[src/hw/rtl/bopl_pkg.sv]
// ----------------------------------------------------------------------------
// bopl_pkg
// Shared constants, types and helpers of the best-offset prefetch learner.
// ----------------------------------------------------------------------------
package bopl_pkg;

  localparam int ADDR_W       = 48;
  localparam int BLOCK_BITS   = 6;
  localparam int LINE_W       = ADDR_W - BLOCK_BITS;
  localparam int RR_ENTRIES   = 256;
  localparam int RR_IDX_W     = $clog2(RR_ENTRIES);
  localparam int LINE_TAG_W   = 12;
  localparam int NUM_OFFSETS  = 52;
  localparam int TI_W         = (NUM_OFFSETS > 1) ? $clog2(NUM_OFFSETS) : 1;
  localparam int OFF_W        = 10;
  localparam int DIFF_W       = (LINE_TAG_W > OFF_W) ? LINE_TAG_W : OFF_W;
  localparam int SCORE_W      = 8;
  localparam int ROUND_W      = 8;
  localparam int FILTER_DEPTH = 16;
  localparam int FI_W         = (FILTER_DEPTH > 1) ? $clog2(FILTER_DEPTH) : 1;
  localparam int CFG_IDX_W    = 2;
  localparam int CFG_W        = 8;

  localparam logic [SCORE_W-1:0] SCORE_SAT = '1;

  localparam logic [CFG_W-1:0] SCORE_LIM_RST = 8'd31;
  localparam logic [CFG_W-1:0] ROUND_LIM_RST = 8'd100;
  localparam logic [CFG_W-1:0] LOW_SCORE_RST = 8'd10;

  typedef enum logic [CFG_IDX_W-1:0] {
    CFG_SCORE_LIM = 2'd0,
    CFG_ROUND_LIM = 2'd1,
    CFG_LOW_SCORE = 2'd2
  } cfg_idx_t;

  // 2-3-5 smooth offsets
  localparam logic [OFF_W-1:0] OFFSET_LIST [64] = '{
    10'd1,   10'd2,   10'd3,   10'd4,   10'd5,   10'd6,   10'd8,   10'd9,
    10'd10,  10'd12,  10'd15,  10'd16,  10'd18,  10'd20,  10'd24,  10'd25,
    10'd27,  10'd30,  10'd32,  10'd36,  10'd40,  10'd45,  10'd48,  10'd50,
    10'd54,  10'd60,  10'd64,  10'd72,  10'd75,  10'd80,  10'd81,  10'd90,
    10'd96,  10'd100, 10'd108, 10'd120, 10'd125, 10'd128, 10'd135, 10'd144,
    10'd150, 10'd160, 10'd162, 10'd180, 10'd192, 10'd200, 10'd216, 10'd225,
    10'd240, 10'd243, 10'd250, 10'd256, 10'd270, 10'd288, 10'd300, 10'd320,
    10'd324, 10'd360, 10'd375, 10'd384, 10'd400, 10'd405, 10'd432, 10'd450
  };

  localparam logic [OFF_W-1:0] CHOSEN_RST = OFFSET_LIST[NUM_OFFSETS-1];
  localparam logic [TI_W-1:0]  TI_LAST    = TI_W'(NUM_OFFSETS - 1);

  typedef struct packed {
    logic              vld;
    logic              has_pc;
    logic [TI_W-1:0]   ti;
    logic [LINE_W-1:0] line;
  } bopl_s0_t;

  typedef struct packed {
    logic                  vld;
    logic                  has_pc;
    logic [TI_W-1:0]       ti;
    logic [OFF_W-1:0]      off;
    logic [LINE_W-1:0]     line;
    logic                  ge;
    logic                  dz;
    logic                  collide;
    logic [LINE_TAG_W-1:0] d;
  } bopl_s1_t;

  typedef struct packed {
    logic              vld;
    logic              has_pc;
    logic              en;
    logic [LINE_W-1:0] cand;
  } bopl_s2_t;

  function automatic logic [RR_IDX_W-1:0] rr_index(input logic [LINE_TAG_W-1:0] v);
    logic [LINE_TAG_W+RR_IDX_W-1:0] ext;
    logic [LINE_TAG_W+RR_IDX_W-1:0] h;
    ext = (LINE_TAG_W + RR_IDX_W)'(v);
    h   = ext ^ (ext >> RR_IDX_W);
    return h[RR_IDX_W-1:0];
  endfunction

endpackage

[src/hw/rtl/bopl_filter.sv]
// ----------------------------------------------------------------------------
// bopl_filter
// Recent-prefetch FIFO filter and result register.
// ----------------------------------------------------------------------------
module bopl_filter import bopl_pkg::*; (
  input  logic              clk,
  input  logic              rst_n,
  input  logic              adv,
  input  bopl_s2_t          s2,
  output logic              out_valid,
  output logic              out_prefetch_valid,
  output logic [ADDR_W-1:0] out_prefetch_address,
  output logic              out_throttled
);

  logic [LINE_W-1:0] fa_r [FILTER_DEPTH];
  logic              fv_r [FILTER_DEPTH];
  logic [FI_W-1:0]   fnext_r;
  logic              match;
  logic              issue;
  logic              out_valid_r;
  logic              pf_valid_r;
  logic [ADDR_W-1:0] pf_addr_r;
  logic              throttled_r;

  always_comb begin
    match = 1'b0;
    for (int i = 0; i < FILTER_DEPTH; i++) begin
      if (fv_r[i] && (fa_r[i] == s2.cand)) begin
        match = 1'b1;
      end
    end
    issue = s2.vld && s2.has_pc && s2.en && !match;
  end

  always_ff @(posedge clk) begin
    if (!rst_n) begin
      for (int i = 0; i < FILTER_DEPTH; i++) begin
        fv_r[i] <= 1'b0;
      end
      fnext_r <= '0;
    end else if (adv && issue) begin
      fv_r[fnext_r] <= 1'b1;
      fnext_r       <= (fnext_r == FI_W'(FILTER_DEPTH - 1)) ? '0 : fnext_r + 1'b1;
    end
  end

  always_ff @(posedge clk) begin
    if (adv && issue) begin
      fa_r[fnext_r] <= s2.cand;
    end
  end

  always_ff @(posedge clk) begin
    if (!rst_n) begin
      out_valid_r <= 1'b0;
    end else if (adv) begin
      out_valid_r <= s2.vld;
      pf_valid_r  <= issue;
      pf_addr_r   <= issue ? {s2.cand, BLOCK_BITS'(0)} : '0;
      throttled_r <= !s2.en;
    end
  end

  assign out_valid            = out_valid_r;
  assign out_prefetch_valid   = pf_valid_r;
  assign out_prefetch_address = pf_addr_r;
  assign out_throttled        = throttled_r;

endmodule

[config.mk]
export PLATFORM = sky130hd
export DESIGN_NAME = bopl_filter
export DESIGN_NICKNAME = d
export VERILOG_FILES = /design/src/hw/rtl/bopl_pkg.sv /design/src/hw/rtl/bopl_filter.sv
export SDC_FILE = /design/constraint.sdc
export NUM_CORES = 1
export LEC_CHECK = 0
export BUFFER_PORTS_ARGS = -buffer_cell sky130_fd_sc_hd__buf_4
export CORE_UTILIZATION = 40
export DETAILED_ROUTE_END_ITERATION = 12
export GPL_TIMING_DRIVEN = 0
export HOLD_SLACK_MARGIN = 0.15
export SETUP_SLACK_MARGIN = 0.1
export SLEW_MARGIN = 20
export SYNTH_ARGS = -nofsm -noshare
export SYNTH_HDL_FRONTEND = slang
export SYNTH_SLANG_ARGS = --single-unit
[constraint.sdc]
create_clock -name clk -period 7.9 [get_ports clk]
set_input_delay 1.58 -clock clk [delete_from_list [all_inputs] [get_ports clk]]
set_output_delay 1.58 -clock clk [all_outputs]
set_load 0.005 [all_outputs]
==> impl_metrics.yaml <==
pwr:
  p_leak_nw: 11.1
  combPwrFrac_pct: 6.7
  clock_power_share_pct: 41.0
  switchingPower_mw: 1.88
  cellPowerDensity_nw_per_um2: 233
  peakVddDrop_v: 0.000168
  sequentialPowerShare_pct: 52.3
  p_sw_share_pct: 22.8
  intPower_mw: 6.36
  p_total_mw: 8.24
cts:
  holdBufCountCts: 0
  postCtsSetupBuffers: 0
  clkLatencyLatePin_ps: 630
  cts_tree: "yes"
  cts_sinks: 737
  cts_made_buffers: 77
  clk_pin_slew_ps: 60
  cts.path.max_buffers: 3
  root_buffer: "clkbuf_16"
  htree_levels: 3
  cts.repair.resized: 0
status:
  outcome: "completed"
final_layout:
  drive_gt1_share_pct: 14.0
  stdcell_count: 3222
  seqCellArea_um2: 21900
  syn_to_final_growth_pct: 14.8
  n_fill_cell: 6670
  nets: 2187
  multi_input_area_um2: 8330
placement:
  port_buffers: 91
  dpl.cell_count: 3086
  place.gp.congestion: 0.889
  dp_hpwl_mm: 62.7
yosys:
  synth-seq-area-share_pct: 71.1
  synth-edff-count: 716
  synthCells: 1945
  synthArstFlopShare_pct: 0
  synthFlopType: "edfxtp_1"
  synth_cell_types: 41
  synth-seq-cells: 737
  ys_warn_count: 0
  avgSynthCellArea_um2: 15.9
  netlist_area_um2: 30800
timing:
  fmax_ghz: 0.150
  setup_viol: 0
  period_share_pct: 84.4
  slew_viol_final: 0
  hold_ws_ps: 490
  rsz0062_at_grt: "false"
  slew_headroom_pct: 30.3
  hold_violations: 0
  worstMarginPinSlew_ps: 1040
  period_needed_ps: 6670
  skew_ps: 19.6
die:
  dieWidth_um: 280
  core_area_um2: 76100
  fp-row-count: 101
  initial_core_util_pct: 40.6
  die_area_um2: 78200
  die_y_um: 280
  io_pins: 99
critical_path:
  critPathLaunchType: "primary input"
  required_ps: 8240
  crit_fanout: 18
  timing_worst_setup_path_type: "in2reg"
  cp-end-kind: "flop"
  arrival_ps: 7010
  r2r_slack_ps: 3470
job:
  maxCapViolCount: 0
routing:
  first_pass_iters: 5
  initialDrtViolationCount: 2374
  viasPerCell: 5.62
  drtAntennaViolNets: 0
  totalWireLength_mm: 102
  route.detailed.drc: 0
  wire_per_inst_um: 31.5
  vias: 18095
hold_path:
  min-delay-path-class: "reg2reg"
global_route:
  grt_overflow: 0
  grt_usage_pct: 26.2
  grt_pass1_wl_mm: 138
  grt_max_degree: 43
  antenna_found_initial: 11
  grt_pass1_vias: 17213
==> cell families (layout without fill, tap and decap cells) <==
| group | after synthesis | count (layout) | synth area share (%) |
|---|---|---|---|
| fa+ha+maj | 4 | 4 | 0.162 |
| flops | 737 | 737 | 71.1 |
| simple gates | 377 | 377 | 7.17 |
| buf+inv | 139 | 379 | 2.15 |
| mux | 5 | 5 | 0.162 |
| compound gates | 59 | 59 | 1.59 |
| xor+xnor | 623 | 623 | 17.7 |
| other cells | 1 | 8 | 0.0122 |
==> registers in the layout, summed over array words and instances, names as in the netlist <==
signal / cells
fa_r: 672
out_prefetch_address: 42
fv_r: 16
fnext_r: 4
out_prefetch_valid: 1
out_throttled: 1
out_valid: 1
==> final timing paths <==
check	depth (start not counted)	startpoint	endpoint
setup / recovery	14	s2[41]	fa_r[3][12]
hold / removal	2	out_valid	out_valid
setup reg to reg	11	fa_r[3][8]	fa_r[3][12]
hold reg to reg	2	out_valid	out_valid
==> per-layer routing <==
metal  routed length (um)  up-vias  GRT usage [%]
li1                     -     7525              -
met1                40400     9362           36.1
met2                47200     1046           41.6
met3                 9830      162           4.42
met4                 4270        0           9.89
met5                    0        -              0
==> worst max-delay path, cell delays in order <==
cell      delay [ps]
buf_4            340
clkbuf_1         830
buf_2            640
xnor2_1          150
nand4_1          170
nor3_1            70
nand3_1           80
nand4_1          220
nor4_1           910
nand3_1          520
nor3_2           720
buf_4            330
buf_4            230
buf_6            170
==> area by class of cell <==
class / instances / area share (%)
sequential: 737 / 61.9
multi-input combinational: 1074 / 23.5
clock buffer: 111 / 6.10
tap: 1030 / 3.64
timing repair buffer: 106 / 2.70
buffer: 111 / 1.58
inverter: 28 / 0.297
clock inverter: 23 / 0.279
antenna: 2 / 0.0141
==> stage by stage <==
step                      instance area [um^2]  utilization (%)  setup WS (ps)  TNS [ps]
after CTS                                35400             46.6           1210         0
after detailed placement                 33200             43.6            547         0
final                                    35400             46.6           1230         0
after global routing                     35400             46.6           1130         0
after floorplan                          30900                -           1150         0
after global placement                   32800             43.2          -2680   -166200
==> power groups by stage <==
stage / clock network (mW) / logic, mW / registers [mW]
after floorplan: 0 / 0.251 / 4.40
after global placement: 0 / 0.538 / 4.39
after detailed placement: 0 / 0.546 / 4.39
after CTS: 3.39 / 0.548 / 4.31
after global routing: 3.54 / 0.573 / 4.31
final: 3.37 / 0.555 / 4.31
==> placed cells by master (no fill, tap or decap), drive strengths merged, types with 3 or more instances in the layout <==
master,n
a2111o,6
nor3,16
ha,4
buf,196
and3,56
nand4,133
nor4,51
conb,6
nor2b,21
o221ai,4
o22ai,6
clkbuf,132
nand2,20
mux2i,5
nor2,19
and2,7
xnor2,522
nand2b,23
xor2,101
clkinv,23
nand3,28
dfxtp,21
a22o,4
a41oi,12
inv,27
edfxtp,716
o2111ai,7
o21ai,8
a2111oi,3
==> synth_stat cells (all sizes together) (19+ instances only) <==
cell / n / area [um^2]
edfxtp: 716 / 21500
xnor2: 522 / 4570
nand4: 133 / 832
xor2: 101 / 885
buf: 90 / 480
and3: 56 / 350
nor4: 51 / 319
nand3: 28 / 140
inv: 27 / 101
nand2b: 23 / 144
clkbuf: 21 / 78.8
dfxtp: 21 / 420
nor2b: 21 / 131
nand2: 20 / 75.1
nor2: 19 / 71.3
Power figures use the tool's default switching activity.
