## config.mk

```make
export PLATFORM = sky130hd
export DESIGN_NAME = bopl_learner
export DESIGN_NICKNAME = d
export VERILOG_FILES = /design/src/hw/rtl/bopl_pkg.sv /design/src/hw/rtl/bopl_learner.sv
export SDC_FILE = /design/constraint.sdc
export NUM_CORES = 1
export LEC_CHECK = 0
export BUFFER_PORTS_ARGS = -buffer_cell sky130_fd_sc_hd__buf_2
export CAP_MARGIN = 25
export CORE_MARGIN = 4
export CORE_UTILIZATION = 40
export CTS_BUF_LIST = sky130_fd_sc_hd__clkbuf_4
export DETAILED_ROUTE_END_ITERATION = 10
export MAX_ROUTING_LAYER = met4
export SETUP_SLACK_MARGIN = 0.5
export SYNTH_ARGS = -nofsm -noshare
export SYNTH_HDL_FRONTEND = slang
export SYNTH_SLANG_ARGS = --single-unit
```

## constraint.sdc

```tcl
create_clock -name clk -period 14.6 [get_ports clk]
set_input_delay 0.73 -clock clk [delete_from_list [all_inputs] [get_ports clk]]
set_output_delay 0.73 -clock clk [all_outputs]
set_load 0.1 [all_outputs]
```

## src/hw/rtl/bopl_pkg.sv

```systemverilog
// ----------------------------------------------------------------------------
// bopl_pkg
// Shared constants, types and helpers of the best-offset prefetch learner.
// ----------------------------------------------------------------------------
package bopl_pkg;

  localparam int ADDR_W       = 48;
  localparam int BLOCK_BITS   = 6;
  localparam int LINE_W       = ADDR_W - BLOCK_BITS;
  localparam int RR_ENTRIES   = 256;
  localparam int RR_IDX_W     = $clog2(RR_ENTRIES);
  localparam int LINE_TAG_W   = 12;
  localparam int NUM_OFFSETS  = 52;
  localparam int TI_W         = (NUM_OFFSETS > 1) ? $clog2(NUM_OFFSETS) : 1;
  localparam int OFF_W        = 10;
  localparam int DIFF_W       = (LINE_TAG_W > OFF_W) ? LINE_TAG_W : OFF_W;
  localparam int SCORE_W      = 8;
  localparam int ROUND_W      = 8;
  localparam int FILTER_DEPTH = 16;
  localparam int FI_W         = (FILTER_DEPTH > 1) ? $clog2(FILTER_DEPTH) : 1;
  localparam int CFG_IDX_W    = 2;
  localparam int CFG_W        = 8;

  localparam logic [SCORE_W-1:0] SCORE_SAT = '1;

  localparam logic [CFG_W-1:0] SCORE_LIM_RST = 8'd31;
  localparam logic [CFG_W-1:0] ROUND_LIM_RST = 8'd100;
  localparam logic [CFG_W-1:0] LOW_SCORE_RST = 8'd10;

  typedef enum logic [CFG_IDX_W-1:0] {
    CFG_SCORE_LIM = 2'd0,
    CFG_ROUND_LIM = 2'd1,
    CFG_LOW_SCORE = 2'd2
  } cfg_idx_t;

  // 2-3-5 smooth offsets
  localparam logic [OFF_W-1:0] OFFSET_LIST [64] = '{
    10'd1,   10'd2,   10'd3,   10'd4,   10'd5,   10'd6,   10'd8,   10'd9,
    10'd10,  10'd12,  10'd15,  10'd16,  10'd18,  10'd20,  10'd24,  10'd25,
    10'd27,  10'd30,  10'd32,  10'd36,  10'd40,  10'd45,  10'd48,  10'd50,
    10'd54,  10'd60,  10'd64,  10'd72,  10'd75,  10'd80,  10'd81,  10'd90,
    10'd96,  10'd100, 10'd108, 10'd120, 10'd125, 10'd128, 10'd135, 10'd144,
    10'd150, 10'd160, 10'd162, 10'd180, 10'd192, 10'd200, 10'd216, 10'd225,
    10'd240, 10'd243, 10'd250, 10'd256, 10'd270, 10'd288, 10'd300, 10'd320,
    10'd324, 10'd360, 10'd375, 10'd384, 10'd400, 10'd405, 10'd432, 10'd450
  };

  localparam logic [OFF_W-1:0] CHOSEN_RST = OFFSET_LIST[NUM_OFFSETS-1];
  localparam logic [TI_W-1:0]  TI_LAST    = TI_W'(NUM_OFFSETS - 1);

  typedef struct packed {
    logic              vld;
    logic              has_pc;
    logic [TI_W-1:0]   ti;
    logic [LINE_W-1:0] line;
  } bopl_s0_t;

  typedef struct packed {
    logic                  vld;
    logic                  has_pc;
    logic [TI_W-1:0]       ti;
    logic [OFF_W-1:0]      off;
    logic [LINE_W-1:0]     line;
    logic                  ge;
    logic                  dz;
    logic                  collide;
    logic [LINE_TAG_W-1:0] d;
  } bopl_s1_t;

  typedef struct packed {
    logic              vld;
    logic              has_pc;
    logic              en;
    logic [LINE_W-1:0] cand;
  } bopl_s2_t;

  function automatic logic [RR_IDX_W-1:0] rr_index(input logic [LINE_TAG_W-1:0] v);
    logic [LINE_TAG_W+RR_IDX_W-1:0] ext;
    logic [LINE_TAG_W+RR_IDX_W-1:0] h;
    ext = (LINE_TAG_W + RR_IDX_W)'(v);
    h   = ext ^ (ext >> RR_IDX_W);
    return h[RR_IDX_W-1:0];
  endfunction

endpackage

```

## src/hw/rtl/bopl_learner.sv

```systemverilog
// ----------------------------------------------------------------------------
// bopl_learner
// Offset scoring, round and phase control, throttle and prefetch candidate.
// ----------------------------------------------------------------------------
module bopl_learner import bopl_pkg::*; (
  input  logic             clk,
  input  logic             rst_n,
  input  logic             adv,
  input  bopl_s1_t         s1,
  input  logic             hit,
  input  logic [CFG_W-1:0] score_lim,
  input  logic [CFG_W-1:0] round_lim,
  input  logic [CFG_W-1:0] low_score,
  output bopl_s2_t         s2
);

  logic [SCORE_W-1:0] score_r [NUM_OFFSETS];
  logic [ROUND_W-1:0] round_r;
  logic [SCORE_W-1:0] pbs_r;
  logic [OFF_W-1:0]   pbo_r;
  logic [OFF_W-1:0]   chosen_r;
  logic               en_r;

  logic               train;
  logic [SCORE_W-1:0] new_score;
  logic               better;
  logic [SCORE_W-1:0] pbs1;
  logic [OFF_W-1:0]   pbo1;
  logic               last;
  logic [ROUND_W-1:0] rc1;
  logic               close;
  logic               mid;
  logic               en_nxt;
  logic [OFF_W-1:0]   chosen_nxt;
  bopl_s2_t           s2_nxt;
  bopl_s2_t           s2_r;

  always_comb begin
    train     = adv && s1.vld && s1.has_pc;
    new_score = score_r[0];
    if (hit && (score_r[0] != SCORE_SAT)) begin
      new_score = score_r[0] + 1'b1;
    end
    better = hit && (new_score > pbs_r);
    pbs1   = better ? new_score : pbs_r;
    pbo1   = better ? s1.off : pbo_r;
    last   = (s1.ti == TI_LAST);
    rc1    = round_r + 1'b1;
    close  = last && ((pbs1 >= score_lim) || (rc1 == round_lim));
    mid    = last && !close && (rc1 >= (round_lim >> 1)) && (chosen_r != pbo1) &&
             (pbs1 <= low_score);

    en_nxt     = en_r;
    chosen_nxt = chosen_r;
    if (s1.has_pc) begin
      if (close) begin
        en_nxt     = (pbs1 > low_score);
        chosen_nxt = pbo1;
      end else if (mid) begin
        en_nxt = 1'b0;
      end
    end

    s2_nxt.vld    = s1.vld;
    s2_nxt.has_pc = s1.has_pc;
    s2_nxt.en     = en_nxt;
    s2_nxt.cand   = s1.line + LINE_W'(chosen_nxt);
  end

  always_ff @(posedge clk) begin
    if (!rst_n) begin
      for (int i = 0; i < NUM_OFFSETS; i++) begin
        score_r[i] <= '0;
      end
      round_r  <= '0;
      pbs_r    <= '0;
      pbo_r    <= '0;
      chosen_r <= CHOSEN_RST;
      en_r     <= 1'b0;
    end else if (train) begin
      en_r     <= en_nxt;
      chosen_r <= chosen_nxt;
      if (close) begin
        for (int i = 0; i < NUM_OFFSETS; i++) begin
          score_r[i] <= '0;
        end
        round_r <= '0;
        pbs_r   <= '0;
        pbo_r   <= '0;
      end else begin
        // scores rotate so the offset under test sits at the head
        for (int i = 0; i < NUM_OFFSETS - 1; i++) begin
          score_r[i] <= score_r[i+1];
        end
        score_r[NUM_OFFSETS-1] <= new_score;
        pbs_r <= pbs1;
        pbo_r <= pbo1;
        if (last) begin
          round_r <= rc1;
        end
      end
    end
  end

  always_ff @(posedge clk) begin
    if (!rst_n) begin
      s2_r.vld <= 1'b0;
    end else if (adv) begin
      s2_r <= s2_nxt;
    end
  end

  assign s2 = s2_r;

endmodule

```

==> results of run 1 <==
==> per-stage QoR <==
step,instances,util [%],cell area (um^2)
2_1_floorplan,1506,-,21100
3_3_place_gp,2258,43.3,22400
3_5_place_dp,2260,43.4,22400
4_1_cts,2501,46.8,24200
5_1_grt,2508,47.0,24300
6_report,2508,47.0,24300
==> cells in the final DEF, fill, tap and decap left out, types with 6 or more instances in the layout <==
cell type,n
a21o_1,9
nand2_1,59
a22o_1,10
nor2_1,29
nor2b_1,8
nand4_1,17
buf_2,132
edfxtp_1,452
buf_4,9
dlygate4sd3_1,11
and2_1,412
xor2_1,22
and3_1,16
clkbuf_4,208
xnor2_1,51
nand3_1,36
mux2_2,19
a21oi_1,17
clkinv_1,13
o21ai_0,42
ha_1,43
and4_1,6
dfxtp_1,46
inv_1,43
==> cell type report <==
cell class,instances,area [um^2],share of cell area [%]
Sequential cell,498,14500,59.6
Multi-Input combinational cell,895,6140,25.3
Timing Repair Buffer,158,972,4.00
Antenna cell,4,10.0,0.0412
Clock inverter,22,123,0.504
Tap cell,680,851,3.50
Clock buffer,208,1560,6.42
Inverter,43,161,0.664
==> registers in the layout, indices dropped and copies added, names as in the netlist <==
name / cells
chosen_r: 10
en_r: 1
pbo_r: 10
pbs_r: 8
round_r: 8
s2: 45
score_r: 416
==> per-layer routing <==
layer | track usage [%] | part of all wire [%] | wire (um)
met1 | 20.2 | 50 | 19400
met2 | 18.5 | 42 | 16300
met3 | 4.46 | 5.6 | 2170
met4 | 6.76 | 2.4 | 932
met5 | - | 0 | 0
==> where the power goes <==
| group | total [mW] | internal (mW) | switching (mW) |
|---|---|---|---|
| Combinational | 0.185 | 0.0475 | 0.137 |
| Clock | 1.23 | 0.662 | 0.565 |
| Sequential | 1.64 | 1.63 | 0.0168 |
==> cells by family after synthesis <==
logic type      share of synthesized area, %
mux                                     1.25
buf+inv                                 2.19
flops                                   68.8
compound gates                          4.62
fa+ha+maj                               2.65
xor+xnor                                3.25
simple gates                            17.3
==> what timing repair did <==
item                                   CTS  global route
endpoints found under the hold margin   11             0
hold buffers                            11             0
setup endpoints to repair                0             0
==> worst max path at each step <==
stage                                     startpoint          endpoint  slack [ns]
final                     score_r[0][0]$_SDFFE_PP0P_  s2[30]$_DFFE_PP_        5.86
after CTS                 score_r[0][0]$_SDFFE_PP0P_  s2[30]$_DFFE_PP_        5.93
after floorplan                                  hit  s2[20]$_DFFE_PP_        7.02
after detailed placement                         hit  s2[28]$_DFFE_PP_        5.73
after global routing      score_r[0][0]$_SDFFE_PP0P_  s2[30]$_DFFE_PP_        5.20
after global placement                           hit  s2[30]$_DFFE_PP_        5.88
==> qor.yml, run 1 <==
run_status:
  status: "finished, final reports clean"
run:
  drv_cap: 0
placed_design:
  port_buffers: 132
  dpl.hpwl_mm: 22.0
  pre_cts_ws_ns: 5.73
  gp_congestion: 0.889
grt:
  grt_pass1_vias: 12200
  antenna_found_initial: 4
  grt_pass1_wl_mm: 63.3
  overflow: 0
  grt_max_degree: 187
  grtUsageTotal_pct: 14.3
yosys:
  yosysTopAreaCellShare_pct: 64.4
  synth_area_leaders: "edfxtp_1 64%, and2_1 12%, dfxtp_1 4.4%, ha_1 2.6%, xnor2_1 2.1%"
  netlist_area_mm2: 0.0211
  syn_area_per_cell_um2: 14.0
  yosysSeqAreaShare_pct: 68.8
  yosys.area.top_type: "edfxtp_1"
  yosysMostFrequentCell: "edfxtp_1"
  synth-edff-count: 452
  synth-seq-cells: 498
  yosysUniqueCellTypes: 72
  syn-num-nets: 1653
  ys_async_sr_fraction_pct: 0
  synth_common_cells: "452 x edfxtp_1, 413 x and2_1, 61 x nand2_1, 56 x clkbuf_1, 51 x xnor2_1"
  synth-main-ff-cell: "edfxtp_1"
  synth_cells: 1506
  yosysWarnings: 0
die:
  num_io_pins: 148
  core-area_mm2: 0.0517
  die_x_um: 238
  die_height_um: 238
  rows: 83
  start_util_pct: 40.8
  die_area_mm2: 0.0564
power_and_ir_drop:
  peakVddDrop_mv: 0.0721
  leakage_nw: 9.61
  total_power_mw: 3.05
  powerDensity_mw_per_mm2: 126
timing:
  rsz0062_at_grt: "false"
  drv_slew: 0
  clock_skew_ns: 0.0332
  final.setup.worst_slack_ns: 5.86
  slew_headroom_pct: 29.5
  layout_min_cycle_time_ns: 8.74
  hold_viol: 0
  setup_viol: 0
  fmaxAchievable_mhz: 114
  tightest_slew_ns: 1.05
  timing.hold.ws_ns: 0.140
  finalCritPeriodShare_pct: 59.9
  setup_tns_ns: 0
clock_network:
  clk_path_buf_depth: 3
  path_clk_slew_ns: 0.08
  cts_made_buffers: 133
  cts_tree: "yes"
  h-tree-depth: 4
  clk-insertion-delay-late_ns: 0.90
  cts_resized: 0
  cts_root_buf: "clkbuf_4"
  cts_sinks: 498
  post-cts-setup-buffer-count: 0
worst_setup_path:
  critical_path_required_ns: 15.24
  cp.arrival_ns: 9.38
  worstSetupPathType: "reg -> reg"
  cp_slowest_cell: "o21ai_0"
  start_kind: "register"
  worstRegToRegCells: 31
  r2r_start: "score_r[0][0]$_SDFFE_PP0P_"
  crit_path_max_fanout: 24
  critPathTopFamily: "compound AO/OA/AOI/OAI gates"
  worst-r2r-setup-slack_ns: 5.86
  end_kind: "register"
  r2r-end: "s2[30]$_DFFE_PP_"
  worst-path-buf-inv: 3
  slowest_delay_ns: 0.60
  cp.depth: 31
drt:
  vias_per_cell: 4.84
  wire_per_inst_um: 15.5
  via_count: 12200
  drtPass1Iterations: 4
  drc: 0
  drt-total-wl_mm: 38.9
  antenna_left: 0
  drt_iter0_drc: 736
finish:
  drive_gt1_share_pct: 22.3
  fillers: 4650
  layout.nets: 1876
  syn2layout_area_growth_pct: 15.3
hold_path:
  min_delay_path_depth: 2
  worstHoldStart: "s1[15]"
  min_path_type: "in -> reg"
  hold_end: "s2[0]$_DFFE_PP_"
Power figures use the tool's default switching activity.
==> run 2: changes to the inputs <==
==> constraint.sdc (replaced) <==
create_clock -name clk -period 8 [get_ports clk]
set_input_delay 0.4 -clock clk [delete_from_list [all_inputs] [get_ports clk]]
set_output_delay 0.4 -clock clk [all_outputs]
set_load 0.1 [all_outputs]
==> qor.yml, run 2 (synthesis results as in run 1) <==
drt:
  drt-total-wl_mm: 38.8  # -0.19%
  wire_per_inst_um: 15.2  # -2.1%
  drc: 0  # unchanged
  vias_per_cell: 4.82  # -0.60%
  antenna_left: 0  # unchanged
  via_count: 12300  # +1.3%
  drt_iter0_drc: 925  # +26%
  drtPass1Iterations: 4  # unchanged
grt:
  grtUsageTotal_pct: 14.2  # -0.054 points
  grt_pass1_wl_mm: 63.2  # -0.18%
  antenna_found_initial: 4  # unchanged
  overflow: 0  # unchanged
  grt_pass1_vias: 12300  # +1.3%
  grt_max_degree: 244  # +30%
finish:
  syn2layout_area_growth_pct: 18.2
  layout.nets: 1928  # +2.8%
  final_area_mm2: 0.0249  # +2.4%
  largest-register: "score_r"
  final_common_cell: "edfxtp_1"
  layout_common_cells: "452 x edfxtp_1, 412 x and2_1, 194 x clkbuf_4, 132 x buf_2, 60 x dlygate4sd3_1"
  drive_gt1_share_pct: 22.4  # +0.039 points
  largest_reg_flops: 416  # unchanged
die:
  core-area_mm2: 0.0517  # unchanged
  num_io_pins: 148  # unchanged
  die_height_um: 238  # unchanged
  die_area_mm2: 0.0564  # unchanged
  die_x_um: 238  # unchanged
  rows: 83  # unchanged
  start_util_pct: 40.8  # unchanged
timing:
  setup_viol: 0  # unchanged
  clock_skew_ns: 0.0478  # +0.0146 ns
  fmaxAchievable_mhz: 142  # +24%
  finalCritPeriodShare_pct: 88.0  # +28 points
  drv_slew: 0  # unchanged
  timing.hold.ws_ns: 0.204  # +0.0631 ns
  final.setup.worst_slack_ns: 0.958  # -4.90 ns
  setup_tns_ns: 0  # unchanged
  rsz0062_at_grt: "false"
  slew_headroom_pct: 26.6  # -2.8 points
  layout_min_cycle_time_ns: 7.04  # -1.70 ns
  hold_viol: 0  # unchanged
  tightest_slew_ns: 1.10  # +0.0520 ns
worst_setup_path:
  worstSetupPathType: "reg -> reg"
  cp.arrival_ns: 7.69  # -1.69 ns
  critPathTopFamily: "compound AO/OA/AOI/OAI gates"
  r2r_start: "score_r[0][1]$_SDFFE_PP0P_"
  start_kind: "register"
  critPathMostFrequentCell: "ha_1"
  critical_path_required_ns: 8.64  # -6.60 ns
  r2r-end: "s2[41]$_DFFE_PP_"
  worst-path-buf-inv: 4  # +1
  slowest_delay_ns: 0.41  # -0.19 ns
  cp_slowest_cell: "a2111oi_2"
  end_kind: "register"
  crit_path_max_fanout: 13  # -46%
  worstRegToRegCells: 30  # -3.2%
  worst-r2r-setup-slack_ns: 0.96  # -4.90 ns
run:
  drv_cap: 0  # unchanged
hold_path:
  worstHoldStart: "s1[69]"
  min_path_type: "in -> reg"
  hold_end: "s2[42]$_DFFE_PP_"
  min_delay_path_depth: 5  # +3
clock_network:
  path_clk_slew_ns: 0.07  # about the same
  cts_root_buf: "clkbuf_4"
  h-tree-depth: 4  # unchanged
  cts_tree: "yes"
  clk_path_buf_depth: 3  # unchanged
  cts_made_buffers: 132  # -0.75%
  clk-insertion-delay-late_ns: 0.90  # about the same
  cts_sinks: 498  # unchanged
power_and_ir_drop:
  leakage_nw: 9.83  # +2.3%
  peakVddDrop_mv: 0.111  # +54%
  total_power_mw: 5.62  # +84%
  powerDensity_mw_per_mm2: 226  # +80%
placed_design:
  pre_cts_ws_ns: 0.163  # -5.57 ns
  dpl.hpwl_mm: 21.9  # -0.46%
  gp_congestion: 0.882  # -0.79%
  port_buffers: 132  # unchanged
  place_area_mm2: 0.0225  # +0.14%
run_status:
  status: "finished, final reports clean"
## run 2: metrics by stage
| step | util (%) | instances |
|---|---|---|
| finish | 48.2 | 2557 |
| global route | 48.2 | 2557 |
| floorplan | - | 1506 |
| detailed placement | 43.4 | 2264 |
| CTS | 47.9 | 2547 |
| global placement | 43.4 | 2263 |
## run 2: final cells by class
| type | instances | area, um^2 |
|---|---|---|
| Multi-Input combinational cell | 896 | 6250 |
| Timing Repair Buffer | 210 | 1450 |
| Inverter | 43 | 161 |
| Sequential cell | 498 | 14500 |
| Tap cell | 680 | 851 |
| Fill cell | 4552 | 26800 |
| Clock buffer | 194 | 1460 |
| Clock inverter | 29 | 225 |
| Antenna cell | 7 | 17.5 |
## run 2: worst max-delay path by stage
stage | start | end | depth (start not counted)
final | score_r[0][1]$_SDFFE_PP0P_ | s2[41]$_DFFE_PP_ | 30
after global routing | score_r[0][1]$_SDFFE_PP0P_ | s2[39]$_DFFE_PP_ | 30
after CTS | score_r[0][2]$_SDFFE_PP0P_ | s2[41]$_DFFE_PP_ | 31
after detailed placement | score_r[0][0]$_SDFFE_PP0P_ | s2[39]$_DFFE_PP_ | 30
after global placement | score_r[0][0]$_SDFFE_PP0P_ | s2[39]$_DFFE_PP_ | 30
after floorplan | score_r[0][0]$_SDFFE_PP0P_ | s2[20]$_DFFE_PP_ | 32
## run 2: power by group
group	leakage, nW	total, mW	switching (mW)	internal (mW)
clock	1.01	2.26	1.03	1.24
sequential	5.07	3.00	0.0296	2.97
combinational	3.75	0.364	0.258	0.106
total	9.83	5.62	1.31	4.31
## run 2: metal layers
layer	global-route usage, %	share of wire [%]	vias up
li1	-	-	5980
met1	19.8	50	5986
met2	18.7	42	269
met3	4.97	5.9	79
met4	6.21	2.3	0
met5	-	0	-
## run 2: worst min-delay path: cells and delay by family
| kind | cells | cell delay (ns) |
|---|---|---|
| AO/OA/AOI/OAI | 2 | 0.25 |
| AND/OR/NAND/NOR | 2 | 0.20 |
| buffers and inverters | 1 | 0.08 |
## run 2: timing repair
action / CTS / global route
gates resized for setup: 3 / 23
buffers inserted: 0 / 1
pin swaps: 0 / 1
hold buffers: 60 / 0
hold endpoints to repair: 68 / 0
endpoints found under the setup margin: 32 / 33
gates cloned: 0 / 1
